**src/rtl/core/ovn_pkg.sv**
```systemverilog
// ----------------------------------------------------------------------------
// ovn_pkg
// Shared types and constants for the octave value noise block.
// ----------------------------------------------------------------------------
package ovn_pkg;

  localparam int SIDE_LOG2_DEF   = 5;
  localparam int SAMPLE_BITS_DEF = 16;

  localparam int POS_W     = 5;
  localparam int SAMPLE_W  = 16;
  localparam int NOISE_W   = 16;
  localparam int OCT_W     = 3;
  localparam int BIAS_W    = 17;
  localparam int CFG_IDX_W = 2;
  localparam int CFG_DAT_W = 17;
  localparam int WEIGHT_FRAC = 16;

  localparam logic [CFG_IDX_W-1:0] REG_OCTAVES = 2'd0;
  localparam logic [CFG_IDX_W-1:0] REG_BIAS    = 2'd1;

  localparam logic [OCT_W-1:0]  OCT_RESET  = 3'd5;
  localparam logic [BIAS_W-1:0] BIAS_RESET = 17'd32768;

  localparam logic REQ_WRITE = 1'b0;
  localparam logic REQ_QUERY = 1'b1;

  localparam int FQ_DEPTH = 2;

  typedef struct packed {
    logic                req_type;
    logic [POS_W-1:0]    pos_x;
    logic [POS_W-1:0]    pos_y;
    logic [SAMPLE_W-1:0] seed_sample;
  } req_t;

  typedef struct packed {
    logic [POS_W-1:0]   out_x;
    logic [POS_W-1:0]   out_y;
    logic [NOISE_W-1:0] noise_value;
  } res_t;

  typedef struct packed {
    logic take;
    logic load;
  } back_stat_t;

  typedef enum logic [2:0] {
    B_IDLE,
    B_RD,
    B_WT,
    B_SUM,
    B_DIV,
    B_OUT
  } back_state_t;

endpackage

```
**src/rtl/core/ovn_back.sv**
```systemverilog
// ----------------------------------------------------------------------------
// ovn_back
// Back end: seed writes, octave accumulation, serial divide and result register.
// ----------------------------------------------------------------------------
module ovn_back #(
  parameter int SIDE_LOG2   = ovn_pkg::SIDE_LOG2_DEF,
  parameter int SAMPLE_BITS = ovn_pkg::SAMPLE_BITS_DEF
) (
  input  logic                             clk,
  input  logic                             rst,
  input  logic [ovn_pkg::OCT_W-1:0]        octave_count,
  input  logic [ovn_pkg::BIAS_W-1:0]       inverse_bias,
  input  logic                             cmd_valid,
  input  ovn_pkg::req_t                    cmd,
  output ovn_pkg::back_stat_t              stat,
  output logic                             ram_we,
  output logic [2*SIDE_LOG2-1:0]           ram_waddr,
  output logic [SAMPLE_BITS-1:0]           ram_wdata,
  output logic [2*SIDE_LOG2-1:0]           ram_raddr,
  input  logic [SAMPLE_BITS-1:0]           ram_rdata,
  input  logic                             pop,
  output logic                             empty,
  output ovn_pkg::res_t                    result
);

  localparam int CW   = SIDE_LOG2;
  localparam int GW   = SIDE_LOG2 + 1;
  localparam int KW   = 2 * SIDE_LOG2 + 1;
  localparam int PW   = SAMPLE_BITS + KW;
  localparam int ACCW = PW + 2;
  localparam int WW   = ovn_pkg::WEIGHT_FRAC + 1 + SIDE_LOG2;
  localparam int WPW  = WW + ovn_pkg::BIAS_W;
  localparam int VWW  = SAMPLE_BITS + WW;
  localparam int NUMW = VWW + 4;
  localparam int DENW = WW + 4;
  localparam int DCW  = $clog2(SAMPLE_BITS + 1);
  localparam logic [3:0] OCT_MAX = 4'(SIDE_LOG2 + 1);

  ovn_pkg::back_state_t state, state_next;

  logic [CW-1:0]          qx, qy;
  logic [3:0]             octs, oct;
  logic [2:0]             step;
  logic [KW-1:0]          coef_r;
  logic [PW-1:0]          prod_r;
  logic [ACCW-1:0]        acc;
  logic [VWW-1:0]         vw_r;
  logic [WPW-1:0]         wprod_r;
  logic [WW-1:0]          weight;
  logic [NUMW-1:0]        num, rem, dsh;
  logic [DENW-1:0]        den;
  logic [SAMPLE_BITS-1:0] quo;
  logic [DCW-1:0]         dcnt;
  logic                   res_valid;

  logic [31:0]       px_w, py_w, sx_w;
  logic [3:0]        oct_lim, shift;
  logic [31:0]       msk_w;
  logic [CW-1:0]     msk, fx, fy, x1, y1, x2, y2, cx, cy;
  logic [GW-1:0]     span, gx, gy, ax, ay;
  logic [CW:0]       x2_w, y2_w;
  logic [ACCW-1:0]   v_full;
  logic [NUMW-1:0]   num_sum, div_diff;
  logic [DENW-1:0]   den_sum;
  logic              ge;
  logic              is_query, take, load;
  logic [31:0]       q_w, ox_w, oy_w;

  assign px_w = 32'(cmd.pos_x);
  assign py_w = 32'(cmd.pos_y);
  assign sx_w = 32'(cmd.seed_sample);

  assign is_query = (cmd.req_type == ovn_pkg::REQ_QUERY);
  assign take     = (state == ovn_pkg::B_IDLE) && cmd_valid;
  assign load     = (state == ovn_pkg::B_OUT) && (!res_valid || pop);
  assign stat     = '{take: take, load: load};

  assign ram_we    = take && !is_query;
  assign ram_waddr = {py_w[CW-1:0], px_w[CW-1:0]};
  assign ram_wdata = sx_w[SAMPLE_BITS-1:0];

  always_comb begin
    oct_lim = {1'b0, octave_count};
    if (oct_lim == 4'd0) begin
      oct_lim = 4'd1;
    end
    if (oct_lim > OCT_MAX) begin
      oct_lim = OCT_MAX;
    end
  end

  // corner geometry for the current octave
  assign shift = 4'(SIDE_LOG2) - oct;
  assign msk_w = (32'd1 << shift) - 32'd1;
  assign msk   = msk_w[CW-1:0];
  assign span  = GW'(msk_w[GW-1:0]) + GW'(1);
  assign fx    = qx & msk;
  assign fy    = qy & msk;
  assign x1    = qx & ~msk;
  assign y1    = qy & ~msk;
  assign x2_w  = (CW+1)'(x1) + span;
  assign y2_w  = (CW+1)'(y1) + span;
  assign x2    = x2_w[CW-1:0];
  assign y2    = y2_w[CW-1:0];
  assign gx    = span - GW'(fx);
  assign gy    = span - GW'(fy);

  always_comb begin
    case (step[1:0])
      2'd0: begin cx = x1; cy = y1; ax = gx;      ay = gy;      end
      2'd1: begin cx = x2; cy = y1; ax = GW'(fx); ay = gy;      end
      2'd2: begin cx = x1; cy = y2; ax = gx;      ay = GW'(fy); end
      default: begin cx = x2; cy = y2; ax = GW'(fx); ay = GW'(fy); end
    endcase
  end

  assign ram_raddr = {cy, cx};

  assign v_full   = acc >> {shift, 1'b0};
  assign num_sum  = num + NUMW'(vw_r);
  assign den_sum  = den + DENW'(weight);
  assign div_diff = rem - dsh;
  assign ge       = (rem >= dsh);

  always_comb begin
    state_next = state;
    case (state)
      ovn_pkg::B_IDLE: begin
        if (cmd_valid && is_query) begin
          state_next = ovn_pkg::B_RD;
        end
      end
      ovn_pkg::B_RD: begin
        if (step == 3'd5) begin
          state_next = ovn_pkg::B_WT;
        end
      end
      ovn_pkg::B_WT: state_next = ovn_pkg::B_SUM;
      ovn_pkg::B_SUM: begin
        if (oct + 4'd1 == octs) begin
          state_next = ovn_pkg::B_DIV;
        end else begin
          state_next = ovn_pkg::B_RD;
        end
      end
      ovn_pkg::B_DIV: begin
        if (dcnt == DCW'(SAMPLE_BITS - 1)) begin
          state_next = ovn_pkg::B_OUT;
        end
      end
      ovn_pkg::B_OUT: begin
        if (load) begin
          state_next = ovn_pkg::B_IDLE;
        end
      end
      default: state_next = ovn_pkg::B_IDLE;
    endcase
  end

  always_ff @(posedge clk) begin
    if (rst) begin
      state     <= ovn_pkg::B_IDLE;
      res_valid <= 1'b0;
    end else begin
      state <= state_next;
      if (load) begin
        res_valid <= 1'b1;
      end else if (pop) begin
        res_valid <= 1'b0;
      end
    end
  end

  always_ff @(posedge clk) begin
    case (state)
      ovn_pkg::B_IDLE: begin
        qx     <= px_w[CW-1:0];
        qy     <= py_w[CW-1:0];
        octs   <= oct_lim;
        oct    <= 4'd0;
        step   <= 3'd0;
        acc    <= '0;
        num    <= '0;
        den    <= '0;
        weight <= WW'(1 << ovn_pkg::WEIGHT_FRAC);
      end
      ovn_pkg::B_RD: begin
        coef_r <= KW'(ax) * KW'(ay);
        prod_r <= PW'(ram_rdata) * PW'(coef_r);
        if (step >= 3'd2) begin
          acc <= acc + ACCW'(prod_r);
        end
        step <= step + 3'd1;
      end
      ovn_pkg::B_WT: begin
        vw_r    <= VWW'(v_full[SAMPLE_BITS-1:0]) * VWW'(weight);
        wprod_r <= WPW'(weight) * WPW'(inverse_bias);
      end
      ovn_pkg::B_SUM: begin
        num    <= num_sum;
        den    <= den_sum;
        weight <= wprod_r[WW+ovn_pkg::WEIGHT_FRAC-1:ovn_pkg::WEIGHT_FRAC];
        oct    <= oct + 4'd1;
        step   <= 3'd0;
        acc    <= '0;
        rem    <= num_sum;
        dsh    <= NUMW'(den_sum) << (SAMPLE_BITS - 1);
        dcnt   <= '0;
      end
      ovn_pkg::B_DIV: begin
        if (ge) begin
          rem <= div_diff;
        end
        quo  <= {quo[SAMPLE_BITS-2:0], ge};
        dsh  <= dsh >> 1;
        dcnt <= dcnt + DCW'(1);
      end
      default: begin
      end
    endcase
  end

  assign q_w  = 32'(quo);
  assign ox_w = 32'(qx);
  assign oy_w = 32'(qy);

  always_ff @(posedge clk) begin
    if (load) begin
      result.out_x       <= ox_w[ovn_pkg::POS_W-1:0];
      result.out_y       <= oy_w[ovn_pkg::POS_W-1:0];
      result.noise_value <= q_w[ovn_pkg::NOISE_W-1:0];
    end
  end

  assign empty = !res_valid;

endmodule

```
**config.mk**
```make
export PLATFORM = sky130hd
export DESIGN_NAME = ovn_back
export DESIGN_NICKNAME = d
export VERILOG_FILES = /design/src/rtl/core/ovn_pkg.sv /design/src/rtl/core/ovn_back.sv
export SDC_FILE = /design/constraint.sdc
export NUM_CORES = 2
export LEC_CHECK = 0
export ABC_AREA = 1
export BUFFER_PORTS_ARGS = -buffer_cell sky130_fd_sc_hd__buf_4
export CELL_PAD_IN_SITES_DETAIL_PLACEMENT = 1
export CELL_PAD_IN_SITES_GLOBAL_PLACEMENT = 1
export CORE_MARGIN = 2
export CORE_UTILIZATION = 37
export CTS_CLUSTER_SIZE = 25
export DETAILED_ROUTE_END_ITERATION = 6
export MAX_ROUTING_LAYER = met4
export PLACE_DENSITY_LB_ADDON = 0.1
export SKIP_CTS_REPAIR_TIMING = 1
export SLEW_MARGIN = 10
export SYNTH_ARGS = -nofsm -noshare
export SYNTH_HDL_FRONTEND = slang
export SYNTH_SLANG_ARGS = --single-unit
```
**constraint.sdc**
```tcl
create_clock -name clk -period 7.95 [get_ports clk]
set_input_delay 1.59 -clock clk [delete_from_list [all_inputs] [get_ports clk]]
set_output_delay 1.59 -clock clk [all_outputs]
set_load 0.005 [all_outputs]
```
## After elaboration in Yosys (flattened, before gate mapping)

Cells that the tools add are included.
Widths: inputs -> output; s select.

| word-level totals | value |
|---|---|
| word-level logic and storage cells | 110 |
| flip-flop bits (word level) | 389 |
| input port bits | 67 |

| cells by class | value |
|---|---|
| multiplexer cells | 24 |
| shifts and indexed selects | 2 |
| reductions and logical operators | 20 |
| equal/unequal tests | 16 |
| $mul | 4 |
| bitwise gates (word level) | 5 |
| magnitude comparators | 3 |
| $add $sub $neg | 14 |

Operator list:

| cell | count |
|---|---|
| $pmux 42 s2 | 3 |
| $pmux 29 s2 | 1 |
| $pmux 26 s2 | 1 |
| $pmux 22 s2 | 1 |
| $add 42x38->42 | 1 |
| $ge 42x42->1 | 1 |
| $mux 42 | 1 |
| $sub 42x42->42 | 1 |
| $mul 16x22->38 | 1 |
| $mul 22x17->38 | 1 |
| $add 29x27->29 | 1 |
| $mux 29 | 1 |
| $shr 29x5->16 | 1 |
| $mul 16x11->27 | 1 |
| $add 26x22->26 | 1 |
| $and 5x5->5 | 4 |
| $mux 3 | 6 |
| $pmux 3 s6 | 1 |
| $mux 6 | 2 |
| $sub 6x5->6 | 2 |
| $mul 6x6->11 | 1 |
| $add 5x5->5 | 2 |
| $mux 5 | 2 |
| $ne 2x2->1 const B | 5 |
| other kinds (31) | 46 |

## Depth between registers and ports, before layout

| depth | value |
|---|---|
| word-level depth | 7 |
| gate-level depth with buffers | 41 |

## Worst setup path before layout

No wires, ideal clock.

| timing | value |
|---|---|
| kind | input -> register |
| start point | input inverse_bias[2] (netlist name) |
| end point | register wprod_r[25] (data pin) |
| required time | 7685 ps |
| arrival | 6446 ps |
| setup slack | 1239 ps |
| stages on the path | 23 |
| buffers on the path | 1 |
| setup time | 265 ps |
| path through | clkbuf_1 -> nand2_1 -> fa_1 -> inv_1 -> fa_1 -> inv_1 -> fa_1 -> inv_1 -> fa_1 -> inv_1 -> fa_1 -> inv_1 -> fa_1 -> ha_1 -> a21oi_1 -> inv_1 -> a31oi_1 -> o21ai_0 -> inv_1 -> nand2_1 -> a21oi_1 -> o21ai_0 -> xor2_1 |

| between the ends | value |
|---|---|
| word-level cells in the longest chain between the ends | 1 |

RTL lines:

| what | RTL line | RTL |
|---|---|---|
| start: declaration | ovn_back.sv:12 | `input logic [ovn_pkg::BIAS_W-1:0] inverse_bias,` |
| $mul 22x17->38 | ovn_back.sv:197 | `wprod_r <= WPW'(weight) * WPW'(inverse_bias);` |
| end signal: assignment | ovn_back.sv:197 |  |
| end: declaration | ovn_back.sv:48 | `logic [WPW-1:0] wprod_r;` |

Every way passes these cells.
A chain may end at the register's enable or synchronous reset.

## Worst setup path after layout

| timing | value |
|---|---|
| start point | register oct[1] |
| end point | register vw_r[25] (data pin) |

| between the ends | value |
|---|---|
| word-level cells in the longest chain between the ends | 3 |

RTL lines:

| what | RTL line | RTL |
|---|---|---|
| start: declaration | ovn_back.sv:42 | `logic [3:0] octs, oct;` |
| start signal: assignment | ovn_back.sv:203 | `oct <= oct + 4'd1;` |
| $sub 3x4->4 | ovn_back.sv:93 | `assign shift = 4'(SIDE_LOG2) - oct;` |
| $shr 29x5->16 | ovn_back.sv:119 | `assign v_full = acc >> {shift, 1'b0};` |
| $mul 16x22->38 | ovn_back.sv:196 | `vw_r <= VWW'(v_full[SAMPLE_BITS-1:0]) * VWW'(weight);` |
| end signal: assignment | ovn_back.sv:196 |  |
| end: declaration | ovn_back.sv:47 | `logic [VWW-1:0] vw_r;` |

Every way passes these cells.

==> impl_metrics.csv <==
group,metric,value,unit
outcome,status,"finished, final reports clean",
cells_and_area,drive_gt1_frac,0.0508,
floorplan,core,146000,µm²
global_route,antenna_found_initial,1,
critical_path,r2r_start,"oct[1]",
timing,timing.final.ws_setup,0.369,ns
critical_path,critPathCaptureType,"flop",
timing,skew,0.0357,ns
floorplan,num_rows,140,
detailed_routing,dr.pass1.iters,5,
logic_synthesis,synth_area_leaders,"fa_1 26%, edfxtp_1 20%, nand2_1 11%",
clock_network,clkLatencyLatePin,0.67,ns
floorplan,dieHeight,387,µm
timing,hold_violations,0,
logic_synthesis,synth_area,54300,µm²
clock_network,htreeDepth,2,
clock_network,cts_tree,"built",
critical_path,startpoint_type,"flop",
global_route,grt_pass1_vias,48642,
timing,finalCritPeriodShare,0.954,
logic_synthesis,seq_area_frac_synth,0.204,
logic_synthesis,syn_avg_cell_area,7.90,µm²
floorplan,dieArea,150000,µm²
floorplan,start_util,0.373,
critical_path,critPathKind,"reg2reg",
worst_hold_path,hold_class,"reg2reg",
critical_path,ff2ff_path_depth,27,
timing,fmax,0.132,GHz
cells_and_area,multi_input_area,36300,µm²
critical_path,cp-startpoint,"oct[1]",
logic_synthesis,synth_ff_type,"edfxtp_1",
clock_network,cts_buffer_depth,3,
floorplan,num_io_pins,133,
critical_path,path_max_fanout,13,
placed_design,port_buffers,100,
clock_network,cts_buffers,52,
timing,tightestPinTransition,1.18,ns
global_route,grt_pass1_wl,282000,µm
placed_design,place_ws,0.244,ns
critical_path,setup.worst_path.end,"vw_r[25]",
logic_synthesis,netlist_instances,6881,
critical_path,r2r_end,"vw_r[25]",
global_route,gr-total-overflow,0,
logic_synthesis,synth_seq_cells,371,
timing,period_needed,7.58,ns
cells_and_area,nets,8127,
detailed_routing,wl_per_cell,20.3,µm
global_route,grt_max_degree,99,
logic_synthesis,synth_top_area_share,0.265,
clock_network,clkTransAtPathRegs,0.06,ns
cells_and_area,area_growth,8.30,%
logic_synthesis,syn_nets,8123,
detailed_routing,via_per_inst,5.03,
logic_synthesis,synth-edff-count,367,
clock_network,cts_root_buffer,"clkbuf_16",
floorplan,die_width,387,µm
clock_network,cts.sinks,371,
logic_synthesis,synthDistinctLibCells,59,
global_route,grt_usage,0.249,
job,cap_violations,0,
timing,slew_viol_final,0,
cells_and_area,register_area,11100,µm²
placed_design,gp_congestion,0.923,
cells_and_area,nFillCells,17823,
critical_path,cp.arrival,8.02,ns
timing,fin_hold_ws,0.426,ns
logic_synthesis,synth_common_cells,"1606 x nand2_1, 1552 x inv_1, 719 x fa_1",
detailed_routing,vias,44432,
timing,rsz0062_at_grt,"no",
critical_path,crit_required,8.39,ns
placed_design,post-dp-hpwl,149000,µm
logic_synthesis,yosys_warnings,0,
detailed_routing,drc,0,
critical_path,r2r_setup_slack,0.37,ns
logic_synthesis,synthArstFlopShare,0,
detailed_routing,drt_wl_total,179000,µm
detailed_routing,drtIter0Drc,2337,
timing,setup_viol,0,
logic_synthesis,synth_top_cell_by_area,"fa_1",
timing,tns,0,ns
timing,slew-limit-headroom,0.216,
detailed_routing,ant_nets,0,
logic_synthesis,synth_most_common_cell,"nand2_1",
-- critical path: stages (launching register included) --
cell and delay (ns):
edfxtp_1 0.44, ha_1 0.26, nand2_1 0.11, nand2_4 0.09
buf_4 0.20, nor2_2 0.24, a21oi_1 0.13, nand2_1 0.11
clkinv_1 0.45, nor2_1 0.33, fa_1 0.43, inv_1 0.09
fa_1 0.45, fa_1 0.53, inv_1 0.06, fa_1 0.44
fa_1 0.51, inv_1 0.05, fa_1 0.48, inv_1 0.04
ha_1 0.44, inv_1 0.13, o21bai_1 0.25, a31oi_2 0.10
o21ai_0 0.37, a21oi_1 0.07, nand2_1 0.21, xor2_2 0.34
-- per-stage QoR --
stage	util	instances	area, µm²
final	0.404	8841	58900
after global routing	0.404	8840	58900
after CTS	0.404	8840	58800
after detailed placement	0.392	8748	57200
after global placement	0.392	8748	57200
after floorplan	-	6881	54300
-- routing by layer --
layer / vias up / GRT usage / share of wire
met5: - / - / 0
met4: 0 / 0.0571 / 0.024
met3: 160 / 0.0323 / 0.045
met2: 707 / 0.406 / 0.47
met1: 22482 / 0.331 / 0.46
li1: 21083 / - / -
-- area by class of cell --
type,count,area share
inverters,1576,0.101
diodes,1,0.0000425
multi-input cells,4692,0.617
clock inverters,37,0.00540
flip-flops and latches,371,0.189
well taps,1917,0.0407
clock buffers,55,0.0223
repair buffers,192,0.0249
-- worst min path at each step --
stage | cells past startpoint | startpoint | slack, ns | end
after floorplan | 0 | quo[15] | 0.40 | result[15]
after global placement | 0 | quo[15] | 0.40 | result[15]
after detailed placement | 0 | quo[15] | 0.42 | result[15]
after CTS | 0 | quo[15] | 0.43 | result[15]
after global routing | 0 | quo[15] | 0.44 | result[15]
final | 0 | quo[15] | 0.43 | result[15]
-- registers in the layout, indices dropped and copies added, names as in the netlist, 22 cells and up --
register and flops:
num 42, rem 42, dsh 41, vw_r 38, acc 29, prod_r 27
den 26, result 26, weight 22, wprod_r 22
-- kinds of logic (layout without fill, tap and decap cells) --
logic type / count (synthesis) / count (layout) / synth area share
other: 0 / 1 / 0
and+or+nand+nor: 2548 / 2548 / 0.187
AOI/OAI and AO/OA: 805 / 805 / 0.0832
adders and majority gates: 1175 / 1175 / 0.370
buffers and inverters: 1818 / 1860 / 0.129
DFF: 371 / 371 / 0.204
xor gates and xnor gates: 153 / 153 / 0.0247
muxes: 11 / 11 / 0.00203
-- cells in the final DEF, fill, tap and decap left out, types with 190 or more instances in the layout --
cell type     n
fa_1        719
inv_1      1551
o21ai_0     289
a21oi_1     304
nand3_1     191
nor2_1      594
buf_4       190
edfxtp_1    367
nand2_1    1601
ha_1        456
Power is left out: the tool's default activity adds up to more than one toggle a clock period on the data nets, which glitch-free logic cannot reach.
