[src/rtl/core/ovn_pkg.sv]
// ----------------------------------------------------------------------------
// ovn_pkg
// Shared types and constants for the octave value noise block.
// ----------------------------------------------------------------------------
package ovn_pkg;

  localparam int SIDE_LOG2_DEF   = 5;
  localparam int SAMPLE_BITS_DEF = 16;

  localparam int POS_W     = 5;
  localparam int SAMPLE_W  = 16;
  localparam int NOISE_W   = 16;
  localparam int OCT_W     = 3;
  localparam int BIAS_W    = 17;
  localparam int CFG_IDX_W = 2;
  localparam int CFG_DAT_W = 17;
  localparam int WEIGHT_FRAC = 16;

  localparam logic [CFG_IDX_W-1:0] REG_OCTAVES = 2'd0;
  localparam logic [CFG_IDX_W-1:0] REG_BIAS    = 2'd1;

  localparam logic [OCT_W-1:0]  OCT_RESET  = 3'd5;
  localparam logic [BIAS_W-1:0] BIAS_RESET = 17'd32768;

  localparam logic REQ_WRITE = 1'b0;
  localparam logic REQ_QUERY = 1'b1;

  localparam int FQ_DEPTH = 2;

  typedef struct packed {
    logic                req_type;
    logic [POS_W-1:0]    pos_x;
    logic [POS_W-1:0]    pos_y;
    logic [SAMPLE_W-1:0] seed_sample;
  } req_t;

  typedef struct packed {
    logic [POS_W-1:0]   out_x;
    logic [POS_W-1:0]   out_y;
    logic [NOISE_W-1:0] noise_value;
  } res_t;

  typedef struct packed {
    logic take;
    logic load;
  } back_stat_t;

  typedef enum logic [2:0] {
    B_IDLE,
    B_RD,
    B_WT,
    B_SUM,
    B_DIV,
    B_OUT
  } back_state_t;

endpackage

[src/rtl/core/ovn_front.sv]
// ----------------------------------------------------------------------------
// ovn_front
// Input side: accepts request transactions into a short queue for the back end.
// ----------------------------------------------------------------------------
module ovn_front (
  input  logic          clk,
  input  logic          rst,
  input  logic          push,
  input  ovn_pkg::req_t request,
  output logic          full,
  output logic          cmd_valid,
  output ovn_pkg::req_t cmd,
  input  logic          cmd_take
);

  ovn_pkg::req_t slots [ovn_pkg::FQ_DEPTH];
  logic       wr_ptr;
  logic       rd_ptr;
  logic [1:0] count;
  logic       do_push;
  logic       do_pop;

  assign full      = (count == 2'(ovn_pkg::FQ_DEPTH));
  assign cmd_valid = (count != 2'd0);
  assign cmd       = slots[rd_ptr];
  assign do_push   = push && !full;
  assign do_pop    = cmd_take && cmd_valid;

  always_ff @(posedge clk) begin
    if (do_push) begin
      slots[wr_ptr] <= request;
    end
  end

  always_ff @(posedge clk) begin
    if (rst) begin
      wr_ptr <= 1'b0;
      rd_ptr <= 1'b0;
      count  <= 2'd0;
    end else begin
      if (do_push) begin
        wr_ptr <= !wr_ptr;
      end
      if (do_pop) begin
        rd_ptr <= !rd_ptr;
      end
      count <= count + 2'(do_push) - 2'(do_pop);
    end
  end

endmodule

[config.mk]
export PLATFORM = sky130hd
export DESIGN_NAME = ovn_front
export DESIGN_NICKNAME = d
export VERILOG_FILES = /design/src/rtl/core/ovn_pkg.sv /design/src/rtl/core/ovn_front.sv
export SDC_FILE = /design/constraint.sdc
export NUM_CORES = 1
export LEC_CHECK = 0
export BUFFER_PORTS_ARGS = -buffer_cell sky130_fd_sc_hd__buf_4
export CAP_MARGIN = 10
export CORE_UTILIZATION = 40
export DETAILED_ROUTE_END_ITERATION = 10
export PLACE_DENSITY = 0.63
export SYNTH_ARGS = -nofsm -noshare
export SYNTH_HDL_FRONTEND = slang
export SYNTH_SLANG_ARGS = --single-unit
[constraint.sdc]
create_clock -name clk -period 1.7 [get_ports clk]
set_input_delay 0.085 -clock clk [delete_from_list [all_inputs] [get_ports clk]]
set_output_delay 0.085 -clock clk [all_outputs]
set_load 0.05 [all_outputs]
# Yosys cells after proc, flatten, opt, wreduce, memory -nomap -nowiden
# Memory sizes are Yosys's and may differ from the RTL's. A register that Yosys moved wholly into a read port is not among the register bits.
# Index checks and enable logic that the tools add are counted.
word_totals:
  regBits: 4
  ramBits: 54
  n_memories: 1
op_classes:
  add_sub_neg: 2
  n_eq_ne: 1
  mux: 4
  reduce_logical: 6
memory_table:
  columns: ["memory", "depth", "width", "read_ports", "rd_ports_with_merged_regs", "write_ports", "line", "text"]
  rows:
  - ["slots", 2, 27, 1, 1, 1, "ovn_front.sv:16", "ovn_pkg::req_t slots [ovn_pkg::FQ_DEPTH];"]
ops:
  columns: ["operator", "count"]
  rows:
  - ["1-bit 2-to-1 mux", 4]
  - ["1-bit logical NOT", 3]
  - ["2-bit by 1-bit adder with 2-bit output", 1]
  - ["2-bit == test (second input constant)", 1]
  - ["1-bit logical AND", 2]
  - ["2-bit nonzero test", 1]
  - ["2-bit by 1-bit subtractor with 2-bit output", 1]

# Logic depth before layout (Yosys ltp)
# Gate-level depths: netlist of run 1.
logic_depth:
  ltp_word: 5
  mapped_depth: 8

# Worst setup path after synthesis of run 1
# Ideal clock, no wire load.
synth_path:
  path_type: "reg2reg"
  startpoint: "register count[0]"
  endpoint: "memory slots[0][0] in the netlist's numbering, enable pin"
  setup_time_ns: 0.382
  t_arrival_ns: 1.487
  required_ns: 1.318
  path_slack_ns: -0.169
  stages_incl_launch_ff: 5
  n_path_buf: 0
  synth_period_minus_slack_ns: 1.869
  path_cell_list: "dfxtp_1 nand2b_2 inv_2 or3_1 inv_1"
synth_between:
  elab_chain_cells: 5
synth_rtl:
  columns: ["element", "line", "text"]
  rows:
  - ["start: declaration", "ovn_front.sv:19", "logic [1:0] count;"]
  - ["start signal: assignment", "ovn_front.sv:47", "count <= count + 2'(do_push) - 2'(do_pop);"]
  - ["2-bit == test", "ovn_front.sv:23", "assign full = (count == 2'(ovn_pkg::FQ_DEPTH));"]
  - ["named net full", "ovn_front.sv:10", "output logic full,"]
  - ["1-bit logical NOT", "ovn_front.sv:26", "assign do_push = push && !full;"]
  - ["1-bit logical AND", "ovn_front.sv:26", null]
  - ["1-bit 2-to-1 mux", "ovn_front.sv:30", "if (do_push) begin"]
  - ["1-bit 2-to-1 mux (not written as such)", "ovn_front.sv:31", "slots[wr_ptr] <= request;"]
  - ["end: declaration", "ovn_front.sv:16", null]
# The timed path passes the listed nets, and every way through them passes these cells.

# Worst setup path in the final report of run 1
layout_path:
  startpoint: "register count[1]"
  endpoint: "register count[1]"
layout_between:
  word_cells_on_any_way: 7
layout_rtl:
  columns: ["element", "line", "text"]
  rows:
  - ["2-bit nonzero test", "ovn_front.sv:24", "assign cmd_valid = (count != 2'd0);"]
  - ["1-bit logical AND", "ovn_front.sv:27", "assign do_pop = cmd_take && cmd_valid;"]
  - ["named net do_pop", "ovn_front.sv:21", "logic do_pop;"]
  - ["2-bit by 1-bit subtractor with 2-bit output", "ovn_front.sv:47", null]
# The timed path passes the listed nets, and every way through them passes these cells.
# A chain may end at the register's enable or synchronous reset.

==> results of run 1 <==
[kinds of logic (layout without fill, tap and decap cells)]
family	after synthesis	in the layout	synth area share [%]
AO/OA/AOI/OAI	3	3	0.8034
XOR/XNOR	3	3	1.206
adder cells (fa/ha/maj)	2	2	1.148
buffers and inverters	7	112	1.607
flip-flops	59	59	78.99
multiplexers	27	27	13.95
AND/OR/NAND/NOR	9	9	2.297
[worst paths after layout]
check | end | depth (start not counted)
max | count[1] | 7
min | wr_ptr | 4
max reg2reg | count[1] | 7
min reg2reg | wr_ptr | 2
[metal layers]
metal	global-route usage, %	share of wire (%)
met1	15.00	41
met2	26.06	52
met3	6.349	5.9
met4	7.819	1.6
met5	0	0
[through the flow]
| stage | util (%) | std cells |
|---|---|---|
| 3_5_place_dp | 53.53 | 241 |
| 6_report | 63.40 | 285 |
| 5_1_grt | 63.40 | 285 |
| 4_1_cts | 63.40 | 285 |
| 2_1_floorplan | - | 110 |
| 3_3_place_gp | 53.53 | 241 |
[worst max-delay path, stage by stage, from the launching register on]
cell and delay (ns):
dfxtp_1 0.35, o21a_1 0.23, ha_1 0.29, inv_1 0.06, ha_1 0.15, xor2_1 0.18, xnor2_1 0.14, nor2_1 0.05
[Yosys cell counts, types with 2 or more instances]
master	instances	area, µm²
nor2_1	3	11.26
buf_4	2	15.01
xnor2_1	2	17.52
ha_1	2	25.02
mux2_2	27	304.0
inv_1	3	11.26
edfxtp_1	54	1622
dfxtp_1	5	100.1
[cell type report]
class,count,share of cell area [%]
sequential,59,52.50
tap,70,2.671
clock inverter,7,3.243
clock buffer,9,3.777
timing repair buffer,92,24.34
multi-input combinational,44,12.90
inverter,4,0.5723
[repair_timing]
item                                   CTS  global route
endpoints found under the hold margin   59             0
hold buffers                            28             0
buffers inserted                         0             0
resized for setup                        0             0
[power by group]
part	internal (W)	switching, W
combinational	0.000706	0.00117
sequential	0.00181	0.0000605
clock	0.000955	0.000504
total	0.00347	0.00174
[placed cells by master (no fill, tap or decap), types with 2 or more instances in the layout]
cell type / count
nor2_1: 3
edfxtp_1: 54
clkinv_1: 3
buf_4: 61
clkbuf_8: 9
mux2_2: 27
dlygate4sd3_1: 28
ha_1: 2
dfxtp_1: 5
xnor2_1: 2
bufinv_16: 3
buf_12: 3
inv_1: 2
[flip-flops by register name (all words and copies together), names as in the netlist, named ones only]
register and flops:
rd_ptr 1, wr_ptr 1, count 2, slots 54
==> metrics.md, run 1 <==
| Metric | Value |
|---|---|
| RePlAce Congestion | `0.6483` |
| Synthesis-to-layout area growth | `50.46%` |
| Initial antenna violation count | `0` |
| Endpoints failing hold | `0` |
| Port Buffers | `59` |
| Worst Setup End Kind | `flip-flop` |
| H-Tree Depth | `3` |
| Share of cells above drive strength 1 | `between 50 and 60%` |
| GRT Overall Usage | `between 10% and 20%` |
| DRC | `0` |
| Post-synth EDFFs | `between 50 and 60` |
| Fin. max-slew vios | `0` |
| Clock sink count | `just under 60` |
| First-pass GRT wire length | `5.823 mm` |
| Largest net degree at the start of global routing | `20` |
| Synth cell types | `20` |
| Syn_area_per_cell | `a little under 20 µm²` |
| Syn nets | `approximately 140` |
| Remaining Overflow, GRT | `0` |
| Leakage | `1.274 nW` |
| Startpoint class of the critical path | `flip-flop` |
| CTS Buffer Depth | `2` |
| Routed Antenna Nets | `0` |
| Multi-input gate area | `roughly 420 µm²` |
| Die area | `0.005748 mm²` |
| Fin crit share | `approximately nine tenths` |
| Clk Tree Root Cell | `clkbuf_8` |
| Synth Cell Area | `roughly 0.0022 mm²` |
| Fin Setup TNS | `0 ns` |
| Worst slack at placement | `~0.15 ns` |
| Vias after detailed routing | `between 1000 and 1500` |
| YS warnings | `0` |
| Hold Crit Start | `push` |
| Post-DP HPWL | `approximately 2.5 mm` |
| Peak VDD IR | `about 0.92 mV` |
| Crit path DAT | `approximately 1.8 ns` |
| Worst endpoint required time | `between 1.5 and 2 ns` |
| Run status | `finished, final reports clean` |
| Total length of routed wires | `3.946 mm` |
| Later-pin clock latency in the skew report | `between 0.3 and 0.4 ns` |
| Mean routed wirelength per cell | `between 10 and 15 µm` |
| Die X | `75.82 µm` |
| Reg-to-reg startpoint | `count[1]` |
| Vias in the first global route | `around 1300` |
| Worst hold path type | `in -> reg` |
| # nets final | `approximately 240` |
| Power Dens Cells | `roughly 1600 mW/mm²` |
| Setup slack after layout | `~0.14 ns` |
| Worst Path Max Fanout | `4` |
| CTS tree | `yes` |
| Initial drt markers | `45` |
| Fmax | `about 640 MHz` |
| Inserted Diodes | `0` |
| Final Power | `roughly 0.0052 W` |
| Rel. slew slack | `82.14%` |
| Mapped Cells | `110` |
| Max-cap violations | `0` |
| Num CTS Buffers | `9` |
| Post-synth top flop | `edfxtp_1` |
| RSZ-0062 raised after global routing | `false` |
| Tightest Pin Transition | `approximately 0.27 ns` |
| Register area share after synthesis | `about four fifths` |
| Hold Slack | `between 0.15 and 0.2 ns` |
| Clock skew | `slightly above 0.005 ns` |
| Initial Util | `a little over two fifths` |
| CP Class | `reg -> reg` |
| Placed inst area | `about 0.0028 mm²` |
| Async set-or-reset flop fraction in the synthesized netlist | `0%` |
| Design area | `~0.0033 mm²` |
| Chip height | `between 70 and 80 µm` |
| Crit path launch | `count[1]` |
| DR pass1 iterations | `4` |
| Cell row count | `26` |
| Placeable Area | `0.005172 mm²` |
| Register Area | `~0.0017 mm²` |
| Drt via density | `4.551` |
| Num ports | `60` |
| Fillers | `between 300 and 400` |
| Clock slew at reported path FFs | `roughly 0.06 ns` |
| Final setup fails | `0` |
| Final Critical Period | `approximately 1.6 ns` |
| Synth Register Bits | `59` |
| R2r setup slk | `0.14 ns` |
Power figures use the tool's default switching activity.
==> run 2, diff against run 1 <==
--- a/config.mk
+++ b/config.mk
@@ -5,6 +5,7 @@
 export SDC_FILE = /design/constraint.sdc
 export NUM_CORES = 1
 export LEC_CHECK = 0
+export ABC_AREA = 1
 export BUFFER_PORTS_ARGS = -buffer_cell sky130_fd_sc_hd__buf_4
 export CAP_MARGIN = 10
 export CORE_UTILIZATION = 40
==> run 2 against run 1 <==
  * Sequential share of layout area down 1.1 points
  * Worst hold slack lost 0.088 ns
  * Total power rose by 4.7%
  * Setup slack lost 0.069 ns
  * Final cell count is 5.3% higher
  * Synthesized cell count increased by 11%
  * Non-clock buffer count up 1
  * Clock-buffer cell count stayed put
  * Clock power rose by 3%
  * Die area increased by 5.4%
  * Sequential cell count unchanged
  * Largest power group unchanged
==> metrics.md, run 2 <==
| Metric | Value |
|---|---|
| Drt via density | `4.563 (was 4.551)` |
| Largest registers | `slots: 54 flops, count: 2 flops (unchanged)` |
| Clk Tree Root Cell | `clkbuf_8 (unchanged)` |
| Synth cell types | `12 (was 20)` |
| Total length of routed wires | `4.240 mm (was 3.946 mm)` |
| Most common cell after layout, fill and taps aside | `buf_4 (unchanged)` |
| Leakage | `1.369 nW (was 1.274 nW)` |
| Max-cap violations | `0 (unchanged)` |
| Fin Setup TNS | `0 ns (unchanged)` |
| Cell row count | `27 (was 26)` |
| Final Critical Period | `1.628 ns (was 1.559 ns)` |
| Slowest stage delay, CP | `0.38 ns (was 0.35 ns)` |
| CP Class | `reg -> out (was reg -> reg)` |
| Post-synth top flop | `edfxtp_1 (unchanged)` |
| Fin. max-slew vios | `0 (unchanged)` |
| Synth Cell Area | `0.002300 mm² (was 0.002180 mm²)` |
| Final setup fails | `0 (unchanged)` |
| GRT Overall Usage | `15.17% (was 14.88%)` |
| H-Tree Depth | `3 (unchanged)` |
| Mapped Cells | `122 (was 110)` |
| Top-area cell type share of the netlist area | `70.51% (was 74.40%)` |
| Die X | `77.83 µm (was 75.82 µm)` |
| Initial antenna violation count | `0 (unchanged)` |
| YS warnings | `0 (unchanged)` |
| CTS Buffer Depth | `2 (unchanged)` |
| Post-CTS Setup Repair Bufs | `0 (unchanged)` |
| Register area share after synthesis | `74.86% (was 78.99%)` |
| First-pass GRT wire length | `6.506 mm (was 5.823 mm)` |
| Top cells by area, synth | `edfxtp_1 (71%), mux2_4 (13%), dfxtp_1 (4.4%) (was edfxtp_1 (74%), mux2_2 (14%), dfxtp_1 (4.6%))` |
| Largest net degree at the start of global routing | `20 (unchanged)` |
| Power Dens Cells | `1622 mW/mm² (was 1587 mW/mm²)` |
| Mean routed wirelength per cell | `14.13 µm (was 13.85 µm)` |
| Most frequent cell after synthesis | `edfxtp_1 (unchanged)` |
| Synthesis-to-layout area growth | `45.97% (was 50.46%)` |
| Crit path DAT | `1.54 ns (was 1.78 ns)` |
| Worst hold path type | `in -> reg (unchanged)` |
| Fin crit share | `95.76% (was 91.68%)` |
| Placeable Area | `0.005540 mm² (was 0.005172 mm²)` |
| Crit-path cells | `buf_4 -> mux2_2 -> buf_4 (was o21a_1 -> ha_1 -> inv_1 -> ha_1 -> xor2_1 -> xnor2_1 -> nor2_1)` |
| Synth Register Bits | `59 (unchanged)` |
| Run status | `finished, final reports clean (unchanged)` |
| Clock slew at reported path FFs | `0.07 ns (was 0.06 ns)` |
| Clock sink count | `59 (unchanged)` |
| Most frequent cells in the layout | `buf_4 (65), edfxtp_1 (54), dlygate4sd3_1 (28), mux2_4 (20) (was buf_4 (61), edfxtp_1 (54), dlygate4sd3_1 (28), mux2_2 (27), clkbuf_8 (9))` |
| Placed inst area | `0.002830 mm² (was 0.002769 mm²)` |
| Design area | `0.003357 mm² (was 0.003279 mm²)` |
| RePlAce Congestion | `0.6402 (was 0.6483)` |
| CTS tree | `yes (unchanged)` |
| CP most frequent cell | `buf_4 (was ha_1)` |
| Syn nets | `155 (was 143)` |
| Worst Setup End Kind | `output pin (was flip-flop)` |
| # nets final | `256 (was 243)` |
| Port Buffers | `59 (unchanged)` |
| Inserted Diodes | `0 (unchanged)` |
| Crit-path leading delay family | `buffers and inverters (was adder cells)` |
| Syn_area_per_cell | `18.85 µm² (was 19.81 µm²)` |
| Chip height | `77.83 µm (was 75.82 µm)` |
| DRC | `0 (unchanged)` |
| Vias in the first global route | `1414 (was 1338)` |
| Register name with the most flops | `slots (unchanged)` |
| Remaining Overflow, GRT | `0 (unchanged)` |
| Fmax | `614.3 MHz (was 641.6 MHz)` |
| Synth cell count leaders | `edfxtp_1 (54), mux2_4 (20), inv_1 (9), nor2_1 (9), nand2_1 (8) (was edfxtp_1 (54), mux2_2 (27), dfxtp_1 (5))` |
| Initial Util | `41.51% (was 42.14%)` |
| Tightest Pin Transition | `0.3307 ns (was 0.2679 ns)` |
| Die area | `0.006057 mm² (was 0.005748 mm²)` |
| Routed Antenna Nets | `0 (unchanged)` |
| RSZ-0062 raised after global routing | `false (unchanged)` |
| Clock skew | `0.005111 ns (was 0.005103 ns)` |
| Post-synth EDFFs | `54 (unchanged)` |
| Share of cells above drive strength 1 | `49.12% (was 50.70%)` |
| Post-DP HPWL | `2.718 mm (was 2.513 mm)` |
| Num ports | `60 (unchanged)` |
| Worst Path Max Fanout | `19 (was 4)` |
| Startpoint class of the critical path | `flip-flop (unchanged)` |
| Worst path slowest cell | `mux2_2 (was dfxtp_1)` |
| Later-pin clock latency in the skew report | `0.33 ns (was 0.32 ns)` |
| Vias after detailed routing | `1369 (was 1297)` |
| Peak VDD IR | `0.9382 mV (was 0.9187 mV)` |
| Endpoints failing hold | `0 (unchanged)` |
| DR pass1 iterations | `4 (unchanged)` |
| Initial drt markers | `70 (was 45)` |
| Largest register FFs | `54 (unchanged)` |
| Num CTS Buffers | `9 (unchanged)` |
| Sum of buffers and inverters on the critical path | `2 (was 1)` |
| Worst endpoint required time | `1.62 ns (was 1.92 ns)` |
| Rel. slew slack | `77.95% (was 82.14%)` |
| Biggest area consumer among synthesized cells | `edfxtp_1 (unchanged)` |
| Async set-or-reset flop fraction in the synthesized netlist | `0% (unchanged)` |
run 2: changes by cell type after synthesis, sizes merged, moves of 2 or more:
cell   previous run  this run
xnor2             2         0
nor2              3         9
inv               4         9
nand2             1         8
nand3             0         3
run 2: path summary, 6_finish.rpt:
| path | slack [ns] | from | end | cells after the start |
|---|---|---|---|---|
| max | 0.07 | flip-flop | cmd[3] | 3 |
| min | 0.07 | push | wr_ptr | 3 |
| max reg2reg | 0.10 | count[0] | count[1] | 10 |
| min reg2reg | 0.53 | rd_ptr | rd_ptr | 2 |
run 2: repair_timing:
item | CTS | global route
endpoints found under the hold margin | 55 | 0
hold buffers | 28 | 0
gates resized for setup | 0 | 3
setup endpoints to repair | 0 | 1
run 2: logic make-up after synthesis:
group	Yosys count	synth area share, %
AO/OA/AOI/OAI	2	0.4353
adder cells (fa/ha/maj)	2	1.088
buffers and inverters	12	3.700
flip-flops	59	74.86
multiplexers	27	16.49
AND/OR/NAND/NOR	20	3.427
run 2: area by class of cell:
cell class / instances / area, µm²
Timing Repair Buffer: 93 / 768.2
Multi-Input combinational cell: 51 / 500.5
Clock inverter: 7 / 116.4
Tap cell: 72 / 90.09
Sequential cell: 59 / 1724
Clock buffer: 9 / 123.9
Fill cell: 437 / 2183
Inverter: 9 / 33.78
run 2: routing by layer:
layer  routed length, µm  part of all wire, %  GRT usage, %  up-vias
met5                   0                    0             0        -
met4                 104                  2.5         9.434        0
met3                 214                  5.0         4.353       11
met2                2263                   53         26.99       54
met1                1657                   39         15.59      653
li1                    -                    -             -      651
run 2: power by group:
group	switching, W	internal, W	leakage (nW)	total (W)
clock	0.000534	0.000967	0.109	0.00150
sequential	0.0000754	0.00185	0.546	0.00192
combinational	0.00128	0.000746	0.714	0.00202
total	0.00189	0.00356	1.37	0.00545
run 2: stage by stage:
step	util (%)	std cells	hold slack, ns	setup slack, ns	power, W
after detailed placement	51.08	256	0.2560	0.05042	0.003921
after global routing	60.59	300	0.08225	0.0009444	0.005665
after CTS	60.48	300	0.04010	0.03212	0.005489
final	60.59	300	0.07027	0.07205	0.005446
after global placement	51.08	256	0.2508	0.2752	0.003855
after floorplan	-	122	0.1562	0.02218	0.003423
run 2: tightest hold or removal path: stages:
cell,delay [ns]
buf_4,0.10
a21oi_1,0.08
nor2_1,0.10
==> run 3, diff against run 2 <==
--- a/config.mk
+++ b/config.mk
@@ -9,8 +9,10 @@
 export BUFFER_PORTS_ARGS = -buffer_cell sky130_fd_sc_hd__buf_4
 export CAP_MARGIN = 10
 export CORE_UTILIZATION = 40
+export CTS_CLUSTER_SIZE = 20
 export DETAILED_ROUTE_END_ITERATION = 10
-export PLACE_DENSITY = 0.63
+export GPL_TIMING_DRIVEN = 0
+export PLACE_DENSITY = 0.6
 export SYNTH_ARGS = -nofsm -noshare
 export SYNTH_HDL_FRONTEND = slang
 export SYNTH_SLANG_ARGS = --single-unit
==> constraint.sdc (replaced) <==
create_clock -name clk -period 2.1 [get_ports clk]
set_input_delay 0.105 -clock clk [delete_from_list [all_inputs] [get_ports clk]]
set_output_delay 0.105 -clock clk [all_outputs]
set_load 0.05 [all_outputs]
==> run 3 against run 2 <==
  * Total power down 24%
  * Critical endpoint is now slots[1][14]
  * Routed wire length shrank 9.1%
  * First-iteration DRC count decreased by 37%
==> metrics.md, run 3 (synthesized netlist as in run 2, its figures left out) <==
| Metric | Value |
|---|---|
| Drt via density | `4.451 (was 4.563)` |
| Worst Path Max Fanout | `27 (was 19)` |
| Max-cap violations | `0 (unchanged)` |
| Multi-input gate area | `500.5 µm² (unchanged)` |
| Total length of routed wires | `3.854 mm (was 4.240 mm)` |
| Register name with the most flops | `slots (unchanged)` |
| Crit path DAT | `1.79 ns (was 1.54 ns)` |
| Post-route non-filler standard cell count | `297 (was 300)` |
| Leakage | `1.345 nW (was 1.369 nW)` |
| H-Tree Depth | `3 (unchanged)` |
| Remaining Overflow, GRT | `0 (unchanged)` |
| Num CTS Buffers | `9 (unchanged)` |
| Resize count post-CTS | `0 (unchanged)` |
| Clock skew | `0.007739 ns (was 0.005111 ns)` |
| RSZ-0062 raised after global routing | `false (unchanged)` |
| Fin. max-slew vios | `0 (unchanged)` |
| Post-DP HPWL | `2.397 mm (was 2.718 mm)` |
| Mean routed wirelength per cell | `12.98 µm (was 14.13 µm)` |
| Register Area | `0.001722 mm² (was 0.001724 mm²)` |
| Fin crit share | `between 80 and 90%` |
| CP most frequent cell | `inv_1 (was buf_4)` |
| Rel. slew slack | `26.23% (was 77.95%)` |
| # nets final | `253 (was 256)` |
| Worst path slowest cell | `inv_1 (was mux2_2)` |
| Worst hold path type | `in -> reg (unchanged)` |
| Cts hold-fix bufs | `28 (unchanged)` |
| Initial Util | `41.51% (unchanged)` |
| CTS tree | `yes (unchanged)` |
| Synthesis-to-layout area growth | `43.69% (was 45.97%)` |
| CTS Buffer Depth | `2 (unchanged)` |
| Inserted Diodes | `0 (unchanged)` |
| Post-route core utilization | `59.64% (was 60.59%)` |
| Die area | `0.006057 mm² (unchanged)` |
| Tightest Pin Transition | `1.105 ns (was 0.3307 ns)` |
| Largest net degree at the start of global routing | `28 (was 20)` |
| Dpl cells | `253 (was 256)` |
| Final setup fails | `0 (unchanged)` |
| Largest register FFs | `54 (unchanged)` |
| Num ports | `60 (unchanged)` |
| Port Buffers | `59 (unchanged)` |
| Fin Setup TNS | `0 ns (unchanged)` |
| Later-pin clock latency in the skew report | `0.34 ns (was 0.33 ns)` |
| Share of cells above drive strength 1 | `46.22% (was 49.12%)` |
| Most frequent cells in the layout | `buf_4 (59), edfxtp_1 (54), dlygate4sd3_1 (28), mux2_4 (20) (was buf_4 (65), edfxtp_1 (54), dlygate4sd3_1 (28), mux2_4 (20))` |
| Routed Antenna Nets | `0 (unchanged)` |
| Cell row count | `27 (unchanged)` |
| Most common cell after layout, fill and taps aside | `buf_4 (unchanged)` |
| Run status | `finished, final reports clean (unchanged)` |
| CP Class | `reg -> reg (was reg -> out)` |
| Slowest stage delay, CP | `0.81 ns (was 0.38 ns)` |
| GRT Overall Usage | `14.18% (was 15.17%)` |
| Chip height | `77.83 µm (unchanged)` |
| DRC | `0 (unchanged)` |
| Peak VDD IR | `0.7480 mV (was 0.9382 mV)` |
| Clock sink count | `59 (unchanged)` |
| Fmax | `543.0 MHz` |
| Post-CTS Setup Repair Bufs | `0 (unchanged)` |
| Startpoint class of the critical path | `flip-flop (unchanged)` |
| Vias after detailed routing | `1322 (was 1369)` |
| Die X | `77.83 µm (unchanged)` |
| Crit-path cells | `inv_1 -> nand2_1 -> nand3_1 -> inv_1 (was buf_4 -> mux2_2 -> buf_4)` |
| Clk Tree Root Cell | `clkbuf_8 (unchanged)` |
| Initial antenna violation count | `0 (unchanged)` |
| DR pass1 iterations | `5 (was 4)` |
| RePlAce Congestion | `0.6508 (was 0.6402)` |
| Endpoints failing hold | `0 (unchanged)` |
| Vias in the first global route | `1348 (was 1414)` |
| Clock slew at reported path FFs | `0.07 ns (about the same)` |
| Initial drt markers | `44 (was 70)` |
| First-pass GRT wire length | `6.092 mm (was 6.506 mm)` |
| Worst Setup End Kind | `flip-flop (was output pin)` |
| Largest registers | `slots: 54 flops, count: 2 flops (unchanged)` |
| Final Power | `0.004153 W (was 0.005446 W)` |
| Placeable Area | `0.005540 mm² (unchanged)` |
| Final Critical Period | `about 1.8 ns` |
| Fillers | `438 (was 437)` |
| Worst endpoint required time | `2.05 ns (was 1.62 ns)` |
| Power Dens Cells | `1257 mW/mm² (was 1622 mW/mm²)` |
run 3: final timing paths:
path              cells past startpoint     start            to  slack [ns]
setup reg to reg                      4  count[0]  slots[1][14]        0.26
setup / recovery                      4  count[0]  slots[1][14]        0.26
hold / removal                        3      push        wr_ptr        0.03
hold reg to reg                       2    rd_ptr     flip-flop        0.50
run 3: area by class of cell:
type | count | share of cell area, %
Clock buffer | 10 | 3.862
Clock inverter | 6 | 1.704
Multi-Input combinational cell | 51 | 15.15
Sequential cell | 59 | 52.10
Tap cell | 72 | 2.726
Buffer | 3 | 1.552
Timing Repair Buffer | 87 | 21.89
Inverter | 9 | 1.022
run 3: report_power, final:
part	internal, W	switching, W
clock network	0.000537	0.000421
logic	0.000623	0.00102
registers	0.00149	0.0000556
run 3: routing by layer:
metal	global-route usage (%)	part of all wire [%]	vias up
li1	-	-	645
met1	15.14	41	621
met2	23.45	51	43
met3	4.000	4.7	13
met4	11.32	3.4	0
met5	0	0	-
run 3: critical path, delay by kind of cell, from the launching register on:
family                 cells  cell delay [ns]
buffers and inverters      2             0.88
DFF                        1             0.36
and+or+nand+nor            2             0.21
run 3: metrics by stage:
| stage | area, µm² | hold slack, ns | setup slack (ns) |
|---|---|---|---|
| 4_1_cts | 3304 | 0.02409 | 0.1908 |
| 6_report | 3304 | 0.03408 | 0.2584 |
| 2_1_floorplan | 2302 | 0.1762 | 0.4222 |
| 5_1_grt | 3304 | 0.04953 | 0.07784 |
| 3_3_place_gp | 2835 | 0.2694 | -0.01922 |
| 3_5_place_dp | 2840 | 0.2809 | 0.1977 |
